--- src/rtl/ttcw_pkg.sv ---
// shared constants, types and command/status structs for the text terminal cell writer
// no dependencies; imported by every module of the block
`timescale 1ns / 1ps

package ttcw_pkg;

  // screen geometry
  localparam int COLUMNS = 80;
  localparam int ROWS    = 25;
  localparam int CELLS   = COLUMNS * ROWS;
  localparam int COL_W   = 7;
  localparam int ROW_W   = 5;
  localparam int IDX_W   = 11;

  // digit generation
  localparam int VALUE_W      = 32;
  localparam int MAX_DIGITS   = 32;
  localparam int DIGIT_AW     = $clog2(MAX_DIGITS);
  localparam int BITS_PER_CYC = 8;
  localparam int DIV_CYCLES   = VALUE_W / BITS_PER_CYC;
  localparam int STEP_W       = $clog2(DIV_CYCLES);

  localparam logic [5:0] RADIX_MIN = 6'd2;
  localparam logic [5:0] RADIX_MAX = 6'd36;
  localparam logic [5:0] RADIX_DEC = 6'd10;

  // character codes
  localparam logic [7:0] CH_NEWLINE = 8'd10;
  localparam logic [7:0] CH_MINUS   = 8'h2D;
  localparam logic [7:0] CH_ZERO    = 8'h30;
  localparam logic [7:0] CH_ALPHA   = 8'h37;

  // request modes
  localparam logic [1:0] MODE_CHAR   = 2'd0;
  localparam logic [1:0] MODE_SDEC   = 2'd1;
  localparam logic [1:0] MODE_RADIX  = 2'd2;
  localparam logic [1:0] MODE_AT_POS = 2'd3;

  // config register indexes
  localparam logic [0:0] REG_WHITE_ATTR = 1'd0;
  localparam logic [7:0] WHITE_ATTR_RST = 8'd15;

  typedef enum logic [1:0] {
    SRC_CHAR,
    SRC_SIGN,
    SRC_DIGIT
  } ttcw_src_t;

  typedef struct packed {
    logic      load;
    logic      div_step;
    logic      emit;
    ttcw_src_t src;
  } ttcw_cmd_t;

  typedef struct packed {
    logic newline;
    logic pos_ok;
    logic neg;
    logic digit_done;
    logic quo_zero;
    logic last_digit;
    logic slot_free;
  } ttcw_status_t;

endpackage

--- src/rtl/ttcw_ctrl.sv ---
// sequencing state machine for the text terminal cell writer
// depends on ttcw_pkg; drives commands into ttcw_datapath
`timescale 1ns / 1ps

module ttcw_ctrl (
  input  logic                  clk,
  input  logic                  rst,
  input  logic                  item_valid,
  input  logic [1:0]            mode,
  input  ttcw_pkg::ttcw_status_t status,
  output ttcw_pkg::ttcw_cmd_t   cmd,
  output logic                  item_stall
);
  import ttcw_pkg::*;

  typedef enum logic [2:0] {
    ST_IDLE,
    ST_CHAR,
    ST_SIGN,
    ST_DIV,
    ST_EMIT
  } state_t;

  state_t state;
  state_t state_next;
  logic   accept;

  assign item_stall = (state != ST_IDLE);
  assign accept     = item_valid && (state == ST_IDLE);

  always_comb begin
    cmd        = '0;
    cmd.src    = SRC_CHAR;
    state_next = state;
    unique case (state)
      ST_IDLE: begin
        if (accept) begin
          cmd.load = 1'b1;
          unique case (mode)
            MODE_CHAR:   state_next = status.newline ? ST_IDLE : ST_CHAR;
            MODE_SDEC:   state_next = status.neg ? ST_SIGN : ST_DIV;
            MODE_RADIX:  state_next = ST_DIV;
            MODE_AT_POS: state_next = status.pos_ok ? ST_DIV : ST_IDLE;
            default:     state_next = ST_IDLE;
          endcase
        end
      end
      ST_CHAR: begin
        cmd.src = SRC_CHAR;
        if (status.slot_free) begin
          cmd.emit   = 1'b1;
          state_next = ST_IDLE;
        end
      end
      ST_SIGN: begin
        cmd.src = SRC_SIGN;
        if (status.slot_free) begin
          cmd.emit   = 1'b1;
          state_next = ST_DIV;
        end
      end
      ST_DIV: begin
        cmd.div_step = 1'b1;
        if (status.digit_done && status.quo_zero) state_next = ST_EMIT;
      end
      ST_EMIT: begin
        cmd.src = SRC_DIGIT;
        if (status.slot_free) begin
          cmd.emit = 1'b1;
          if (status.last_digit) state_next = ST_IDLE;
        end
      end
      default: state_next = ST_IDLE;
    endcase
  end

  always_ff @(posedge clk) begin
    if (rst) begin
      state <= ST_IDLE;
    end else begin
      state <= state_next;
    end
  end

endmodule

--- src/rtl/ttcw_datapath.sv ---
// cursor, radix divider, digit stack and output register of the text terminal cell writer
// depends on ttcw_pkg; steered by ttcw_ctrl
`timescale 1ns / 1ps

module ttcw_datapath (
  input  logic                            clk,
  input  logic                            rst,
  input  ttcw_pkg::ttcw_cmd_t             cmd,
  output ttcw_pkg::ttcw_status_t          status,
  input  logic [7:0]                      white_attr,
  input  logic [1:0]                      mode,
  input  logic [7:0]                      char_code,
  input  logic [7:0]                      attribute,
  input  logic [ttcw_pkg::VALUE_W-1:0]    value,
  input  logic [5:0]                      radix,
  input  logic [7:0]                      pos_col,
  input  logic [7:0]                      pos_row,
  output logic                            cell_valid,
  input  logic                            cell_stall,
  output logic [ttcw_pkg::IDX_W-1:0]      cell_index,
  output logic [15:0]                     cell_word,
  output logic                            last
);
  import ttcw_pkg::*;

  logic [COL_W-1:0]   cursor_col;
  logic [ROW_W-1:0]   cursor_row;
  logic [COL_W-1:0]   save_col;
  logic [ROW_W-1:0]   save_row;
  logic               restore;
  logic [7:0]         char_r;
  logic [7:0]         attr_r;

  logic [VALUE_W-1:0] work;
  logic [5:0]         rem;
  logic [5:0]         radix_r;
  logic [STEP_W-1:0]  step;
  logic [5:0]         digits [MAX_DIGITS];
  logic [DIGIT_AW:0]  dcount;
  logic [DIGIT_AW:0]  dcount_m1;
  logic [DIGIT_AW:0]  dcount_m2;

  logic [VALUE_W-1:0] work_next;
  logic [5:0]         rem_next;
  logic [6:0]         trial;
  logic               step_done;

  logic [COL_W-1:0]   adv_col;
  logic [ROW_W-1:0]   adv_row;
  logic [COL_W-1:0]   nl_col;
  logic [ROW_W-1:0]   nl_row;
  logic [ROW_W:0]     row_inc;
  logic [COL_W:0]     col_inc;

  logic [5:0]         radix_clamped;
  logic [5:0]         top_digit;
  logic [7:0]         digit_char;
  logic [7:0]         emit_char;
  logic [7:0]         emit_attr;
  logic               emit_last;
  logic [IDX_W-1:0]   cur_index;

  // eight restoring-division steps per cycle on the small remainder
  always_comb begin
    rem_next  = rem;
    work_next = work;
    trial     = '0;
    for (int i = 0; i < BITS_PER_CYC; i++) begin
      trial     = {rem_next, work_next[VALUE_W-1]};
      work_next = {work_next[VALUE_W-2:0], 1'b0};
      if (trial >= {1'b0, radix_r}) begin
        trial        = trial - {1'b0, radix_r};
        work_next[0] = 1'b1;
      end
      rem_next = trial[5:0];
    end
  end

  assign step_done = cmd.div_step && (step == STEP_W'(DIV_CYCLES - 1));

  // cursor movement after a cell and after a newline
  always_comb begin
    col_inc = {1'b0, cursor_col} + 1'b1;
    row_inc = {1'b0, cursor_row} + 1'b1;
    adv_col = cursor_col + 1'b1;
    adv_row = cursor_row;
    if (col_inc >= (COL_W + 1)'(COLUMNS)) begin
      adv_col = '0;
      adv_row = row_inc[ROW_W-1:0];
      if (row_inc >= (ROW_W + 1)'(ROWS)) begin
        adv_row = '0;
      end
    end
    nl_col = '0;
    nl_row = (row_inc >= (ROW_W + 1)'(ROWS)) ? '0 : row_inc[ROW_W-1:0];
  end

  always_comb begin
    if (radix < RADIX_MIN) begin
      radix_clamped = RADIX_MIN;
    end else if (radix > RADIX_MAX) begin
      radix_clamped = RADIX_MAX;
    end else begin
      radix_clamped = radix;
    end
  end

  assign dcount_m1  = dcount - 1'b1;
  assign dcount_m2  = dcount - 2'd2;
  assign digit_char = (top_digit > 6'd9) ? (8'(top_digit) + CH_ALPHA)
                                         : (8'(top_digit) + CH_ZERO);
  assign cur_index  = IDX_W'(32'(cursor_row) * COLUMNS + 32'(cursor_col));

  always_comb begin
    unique case (cmd.src)
      SRC_CHAR: begin
        emit_char = char_r;
        emit_attr = attr_r;
        emit_last = 1'b1;
      end
      SRC_SIGN: begin
        emit_char = CH_MINUS;
        emit_attr = white_attr;
        emit_last = 1'b0;
      end
      SRC_DIGIT: begin
        emit_char = digit_char;
        emit_attr = white_attr;
        emit_last = (dcount == (DIGIT_AW + 1)'(1));
      end
      default: begin
        emit_char = char_r;
        emit_attr = attr_r;
        emit_last = 1'b1;
      end
    endcase
  end

  assign status.newline    = (char_code == CH_NEWLINE);
  assign status.pos_ok     = (pos_col < 8'(COLUMNS)) && (pos_row < 8'(ROWS));
  assign status.neg        = value[VALUE_W-1];
  assign status.digit_done = step_done;
  assign status.quo_zero   = (work_next == '0);
  assign status.last_digit = (dcount == (DIGIT_AW + 1)'(1));
  assign status.slot_free  = !cell_valid || !cell_stall;

  // control and cursor state
  always_ff @(posedge clk) begin
    if (rst) begin
      cursor_col <= '0;
      cursor_row <= '0;
      restore    <= 1'b0;
      step       <= '0;
      dcount     <= '0;
      cell_valid <= 1'b0;
    end else begin
      if (cmd.emit) begin
        cell_valid <= 1'b1;
      end else if (!cell_stall) begin
        cell_valid <= 1'b0;
      end

      if (cmd.load) begin
        step    <= '0;
        dcount  <= '0;
        restore <= 1'b0;
        unique case (mode)
          MODE_CHAR: begin
            if (status.newline) begin
              cursor_col <= nl_col;
              cursor_row <= nl_row;
            end
          end
          MODE_AT_POS: begin
            if (status.pos_ok) begin
              cursor_col <= pos_col[COL_W-1:0];
              cursor_row <= pos_row[ROW_W-1:0];
              restore    <= 1'b1;
            end
          end
          default: ;
        endcase
      end

      if (cmd.div_step) begin
        if (step_done) begin
          step   <= '0;
          dcount <= dcount + 1'b1;
        end else begin
          step <= step + 1'b1;
        end
      end

      if (cmd.emit) begin
        if (cmd.src == SRC_DIGIT) begin
          dcount <= dcount_m1;
        end
        if (cmd.src == SRC_DIGIT && emit_last && restore) begin
          cursor_col <= save_col;
          cursor_row <= save_row;
        end else begin
          cursor_col <= adv_col;
          cursor_row <= adv_row;
        end
      end
    end
  end

  // payload: operands, remainder, digit stack and the output register
  always_ff @(posedge clk) begin
    if (cmd.load) begin
      char_r   <= char_code;
      attr_r   <= attribute;
      rem      <= '0;
      save_col <= cursor_col;
      save_row <= cursor_row;
      if (mode == MODE_SDEC) begin
        work    <= value[VALUE_W-1] ? (VALUE_W'(0) - value) : value;
        radix_r <= RADIX_DEC;
      end else begin
        work    <= value;
        radix_r <= radix_clamped;
      end
    end
    if (cmd.div_step) begin
      work <= work_next;
      rem  <= step_done ? 6'd0 : rem_next;
      if (step_done) begin
        digits[dcount[DIGIT_AW-1:0]] <= rem_next;
      end
    end
    // top of the digit stack: the new digit on a push, the one beneath on a pop
    if (cmd.div_step && step_done) begin
      top_digit <= rem_next;
    end else if (cmd.emit && cmd.src == SRC_DIGIT) begin
      top_digit <= digits[dcount_m2[DIGIT_AW-1:0]];
    end
    if (cmd.emit) begin
      cell_index <= cur_index;
      cell_word  <= {emit_attr, emit_char};
      last       <= emit_last;
    end
  end

endmodule

--- src/rtl/text_terminal_cell_writer.sv ---
// text terminal cell writer: top level with the configuration register
// depends on ttcw_pkg, ttcw_ctrl and ttcw_datapath
//
// usage
//   item channel (item_valid / item_stall) takes one request: put a character,
//   print a signed decimal, print an unsigned value in radix 2..36, or print
//   one at a given screen position and then put the cursor back.
//   cell channel (cell_valid / cell_stall) gives one transfer per cell write,
//   last marks the final cell of a request; newlines and rejected positions
//   give no transfer at all.
//   the apb port holds white_attr at address 0, used for digits and the sign.
// timing
//   one request at a time: item_stall is high from the cycle after a transfer
//   until its last cell sits in the output register.
//   a character is loaded, then written as one cell. a number is loaded, its
//   sign cell (if a negative decimal) is written, the radix divider (8 quotient
//   bits a cycle) pushes one digit at a time until the quotient is zero, then
//   one cell per digit is written, most significant first.
// reset and stall
//   reset clears the cursor to the top left, white_attr to 15, and drops
//   cell_valid. while cell_stall is high a valid output cell is held and the
//   sequencer waits before writing the next cell; the next request is taken
//   as soon as the last cell of the previous one is in the output register.
`timescale 1ns / 1ps

module text_terminal_cell_writer (
  input  logic                         clk,
  input  logic                         rst,
  input  logic                         psel,
  input  logic                         penable,
  input  logic                         pwrite,
  input  logic [2:0]                   paddr,
  input  logic [31:0]                  pwdata,
  output logic [31:0]                  prdata,
  output logic                         pready,
  input  logic                         item_valid,
  output logic                         item_stall,
  input  logic [1:0]                   mode,
  input  logic [7:0]                   char_code,
  input  logic [7:0]                   attribute,
  input  logic [ttcw_pkg::VALUE_W-1:0] value,
  input  logic [5:0]                   radix,
  input  logic [7:0]                   pos_col,
  input  logic [7:0]                   pos_row,
  output logic                         cell_valid,
  input  logic                         cell_stall,
  output logic [ttcw_pkg::IDX_W-1:0]   cell_index,
  output logic [15:0]                  cell_word,
  output logic                         last
);
  import ttcw_pkg::*;

  logic [7:0]   white_attr;
  logic [0:0]   reg_sel;
  ttcw_cmd_t    cmd;
  ttcw_status_t status;

  assign pready  = 1'b1;
  assign reg_sel = paddr[2:2];
  assign prdata  = (reg_sel == REG_WHITE_ATTR) ? {24'd0, white_attr} : 32'd0;

  always_ff @(posedge clk) begin
    if (rst) begin
      white_attr <= WHITE_ATTR_RST;
    end else if (psel && penable && pwrite && pready && reg_sel == REG_WHITE_ATTR) begin
      white_attr <= pwdata[7:0];
    end
  end

  ttcw_ctrl u_ctrl (
    .clk        (clk),
    .rst        (rst),
    .item_valid (item_valid),
    .mode       (mode),
    .status     (status),
    .cmd        (cmd),
    .item_stall (item_stall)
  );

  ttcw_datapath u_dp (
    .clk        (clk),
    .rst        (rst),
    .cmd        (cmd),
    .status     (status),
    .white_attr (white_attr),
    .mode       (mode),
    .char_code  (char_code),
    .attribute  (attribute),
    .value      (value),
    .radix      (radix),
    .pos_col    (pos_col),
    .pos_row    (pos_row),
    .cell_valid (cell_valid),
    .cell_stall (cell_stall),
    .cell_index (cell_index),
    .cell_word  (cell_word),
    .last       (last)
  );

endmodule

--- config.mk ---
export PLATFORM = sky130hd
export DESIGN_NAME = text_terminal_cell_writer
export DESIGN_NICKNAME = d
export VERILOG_FILES = /design/src/rtl/ttcw_pkg.sv /design/src/rtl/ttcw_ctrl.sv /design/src/rtl/ttcw_datapath.sv /design/src/rtl/text_terminal_cell_writer.sv
export SDC_FILE = /design/constraint.sdc
export NUM_CORES = 1
export LEC_CHECK = 0
export BUFFER_PORTS_ARGS = -buffer_cell sky130_fd_sc_hd__buf_2
export CAP_MARGIN = 20
export CELL_PAD_IN_SITES_DETAIL_PLACEMENT = 1
export CELL_PAD_IN_SITES_GLOBAL_PLACEMENT = 1
export CORE_ASPECT_RATIO = 1.25
export CORE_MARGIN = 3
export CORE_UTILIZATION = 30
export CTS_CLUSTER_SIZE = 12
export DETAILED_ROUTE_END_ITERATION = 10
export PLACE_DENSITY_LB_ADDON = 0.1
export SYNTH_ARGS = -nofsm -noshare
export SYNTH_HDL_FRONTEND = slang
export SYNTH_HIERARCHICAL = 1
export SYNTH_SLANG_ARGS = --single-unit
export TNS_END_PERCENT = 10
--- constraint.sdc ---
create_clock -name clk -period 29.1 [get_ports clk]
set_input_delay 7.275 -clock clk [delete_from_list [all_inputs] [get_ports clk]]
set_output_delay 7.275 -clock clk [all_outputs]
set_load 0.02 [all_outputs]
==> out/qor.txt <==
outcome: complete, no violations
Die Wd: 225 µm
Post-route DRC: 0
fin worst setup slack: 7.63 ns
die area: 63000 µm²
Yosys top cell by area: edfxtp_1
row count: 99
first-pass GRT wire length: 76900 µm
WP data required: 29.50 ns
crit path launch type: flop
Fill cells: 6279
layout cells sized above 1: 19.7%
TritonCTS Buffers: 39
Initial Util: 30.6%
Post-synth EDFFs: 298
final hold vios: 0
post-DP HPWL: 36500 µm
largest net degree at the start of global routing: 71
FFs w/ async S/R, synth: 0%
crit-path max FO: 13
Clock Path Buffers: 3
CP top delay family: compound AO/OA/AOI/OAI gates
top_reg_cell synth: edfxtp_1
DR vias/cell: 5.04
CTS tree: done
number of global-route vias before repair: 12.8k
Clock Pin Slew Worst Setup and Hold Paths: 0.06 ns
number of buffers added on ports: 125
unrepaired setup endpoints after global routing: false
Place WS: 6.85 ns
die height: 280 µm
Clock Skew: 0.0218 ns
cell area after placement: 19300 µm²
area of the core: 58800 µm²
Gate Count Post-Synth: 1448
critical path class: reg -> reg
Hold WC Path Type: reg -> reg
mapped cell area: 18000 µm²
Mapped Avg Cell Area: 12.4 µm²
register area share after synthesis: 53.3%
sum of buffers and inverters on the critical path: 6
post-synthesis register bit count: 331
Avg WL per Cell: 21.3 µm
Worst Setup End Kind: flop
Pins Over Slew Limit: 0
hold slack: 0.498 ns
CTS root buf: clkbuf_16
I/O pin total: 177
slowest stage cell on the critical path: nor3_1
area share of the largest cell type after synthesis: 49.7%
Tightest Pin Transition: 0.976 ns
fmax: 0.0466 GHz
Crit path top cell by count: o21ai_0
final instance area: 20600 µm²
period utilization: 73.8%
postcts setup bufs: 0
Synth area leaders: edfxtp_1 50%, mux4_2 7.5%, ha_1 5.2%
synth warn: 6
Detail Route Antenna Nets: 0
Hold Buf Count CTS: 0
total negative slack: 0 ns
Syn-to-layout area delta: 14.3%
initial antenna violation count: 1
GP Congestion: 0.750
# diodes: 0
vias post-DR: 11.9k
grt ovf: 0
Sink Count: 331
clock latency at the later pin of the worst-skew pair: 0.55 ns
Arr. time, crit path: 21.87 ns
endpoints failing setup: 0
H-tree depth: 2
fin crit period: 21.47 ns
total wire length: 50200 µm
Initial DRC Count: 555
GRT Overall Usage: 15.9%
CTS resizes: 0
CP max stage delay: 0.77 ns
Worst slew margin: 34.9%
number of unique standard cell types used by synthesis: 90
Nets: 1771
Pre-antenna DRT Iters: 8
maxcap violations: 0
==> cells by family after synthesis <==
logic type,after synthesis,synth area share [%]
mux,106,10.2
other cells,2,0.0417
flops,331,53.3
xor+xnor,76,3.70
buf+inv,151,3.95
fa+ha+maj,86,6.38
simple gates,402,11.2
compound gates,294,11.2
==> registers in the layout, summed over array words and instances (netlist names), 7 cells and up <==
name,count
u_dp/attr_r,8
u_dp/cell_index,11
u_dp/cell_word,16
u_dp/char_r,8
u_dp/cursor_col,7
u_dp/digits,192
u_dp/save_col,7
u_dp/work,32
white_attr,8
==> routing by layer <==
layer  GRT usage, %  vias up  routed length (µm)  part of all wire (%)
met5              0        -                   0                     0
met4           4.37        0                1190                   2.4
met3           2.03       70                1120                   2.2
met2           30.7      127               27600                    55
met1           18.3     6002               20200                    40
li1               -     5697                   -                     -
==> worst reg2reg max path, delay by kind of cell (launching register included) <==
family	cells	cell delay, ns
mux	4	1.47
flops	1	0.73
compound gates	36	9.06
buf+inv	6	0.98
fa+ha+maj	8	2.66
simple gates	21	6.41
==> through the flow <==
| step | cells | util, % |
|---|---|---|
| final | 2360 | 35.0 |
| after global routing | 2360 | 35.0 |
| after CTS | 2356 | 34.9 |
| after detailed placement | 2284 | 32.8 |
| after global placement | 2284 | 32.8 |
| after floorplan | 1471 | - |
==> cells in the mapped netlist (all sizes together), types with 5 or more instances <==
cell and instances:
and2b 8, o21a 12, nand4 7, clkbuf 36, mux2 19, and2 7
xor2 25, dfxtp 33, a21oi 74, a221oi 8, o311a 5, nor3b 9
o21ai 79, nand3 25, inv 74, xnor2 51, a21o 23, a22o 8
buf 41, fa 10, or3 12, and3 16, nand2b 17, nor3 25
edfxtp 298, nor2b 19, nor4 16, a2111oi 6, or2 9, nand2 100
mux4 60, o31a 8, a21boi 8, a211oi 17, mux2i 27, nor2 115
a311oi 5, ha 75, or4 6
==> worst paths after layout <==
| check | depth (start not counted) | slack, ns | from | endpoint |
|---|---|---|---|---|
| worst max-delay path | 75 | 7.63 | u_dp/radix_r[1]$_SDFFCE_PP1P_ | u_ctrl/state[1]$_SDFFE_PP0P_ |
| worst min-delay path | 2 | 0.50 | white_attr[6]$_SDFFE_PP0P_ | white_attr[6]$_SDFFE_PP0P_ |
| worst max register to register | 75 | 7.63 | u_dp/radix_r[1]$_SDFFCE_PP1P_ | u_ctrl/state[1]$_SDFFE_PP0P_ |
| worst min register to register | 2 | 0.50 | white_attr[6]$_SDFFE_PP0P_ | white_attr[6]$_SDFFE_PP0P_ |
==> placed cells by master, fill, tap and decap left out, types with 15 or more instances in the layout <==
| master | synthesis | routed |
|---|---|---|
| ha_1 | 75 | 75 |
| inv_1 | 73 | 73 |
| buf_2 | 1 | 125 |
| nor2_1 | 113 | 112 |
| edfxtp_1 | 298 | 298 |
| nor3_1 | 24 | 24 |
| mux2_2 | 19 | 19 |
| nand3_1 | 24 | 24 |
| xnor2_1 | 51 | 51 |
| clkbuf_16 | 0 | 39 |
| a211oi_1 | 16 | 16 |
| dfxtp_1 | 33 | 31 |
| o21ai_0 | 74 | 74 |
| nand2_1 | 100 | 100 |
| mux4_2 | 60 | 60 |
| a21oi_1 | 73 | 72 |
| nor4_1 | 16 | 15 |
| and3_1 | 16 | 15 |
| a21o_1 | 23 | 23 |
| nand2b_1 | 17 | 17 |
| conb_1 | 2 | 25 |
| mux2i_1 | 26 | 26 |
| nor2b_1 | 19 | 19 |
| xor2_1 | 25 | 25 |
==> layout make-up <==
type	instances	area, µm²	area share, %
inverter	74	278	1.35
timing repair buffer	137	756	3.67
tap	757	947	4.60
clock inverter	21	163	0.790
clock buffer	51	1030	5.01
sequential	331	9620	46.7
multi-input combinational	989	7800	37.9
Power is left out: the tool's default activity adds up to more than one toggle a clock period on the data nets, which glitch-free logic cannot reach.
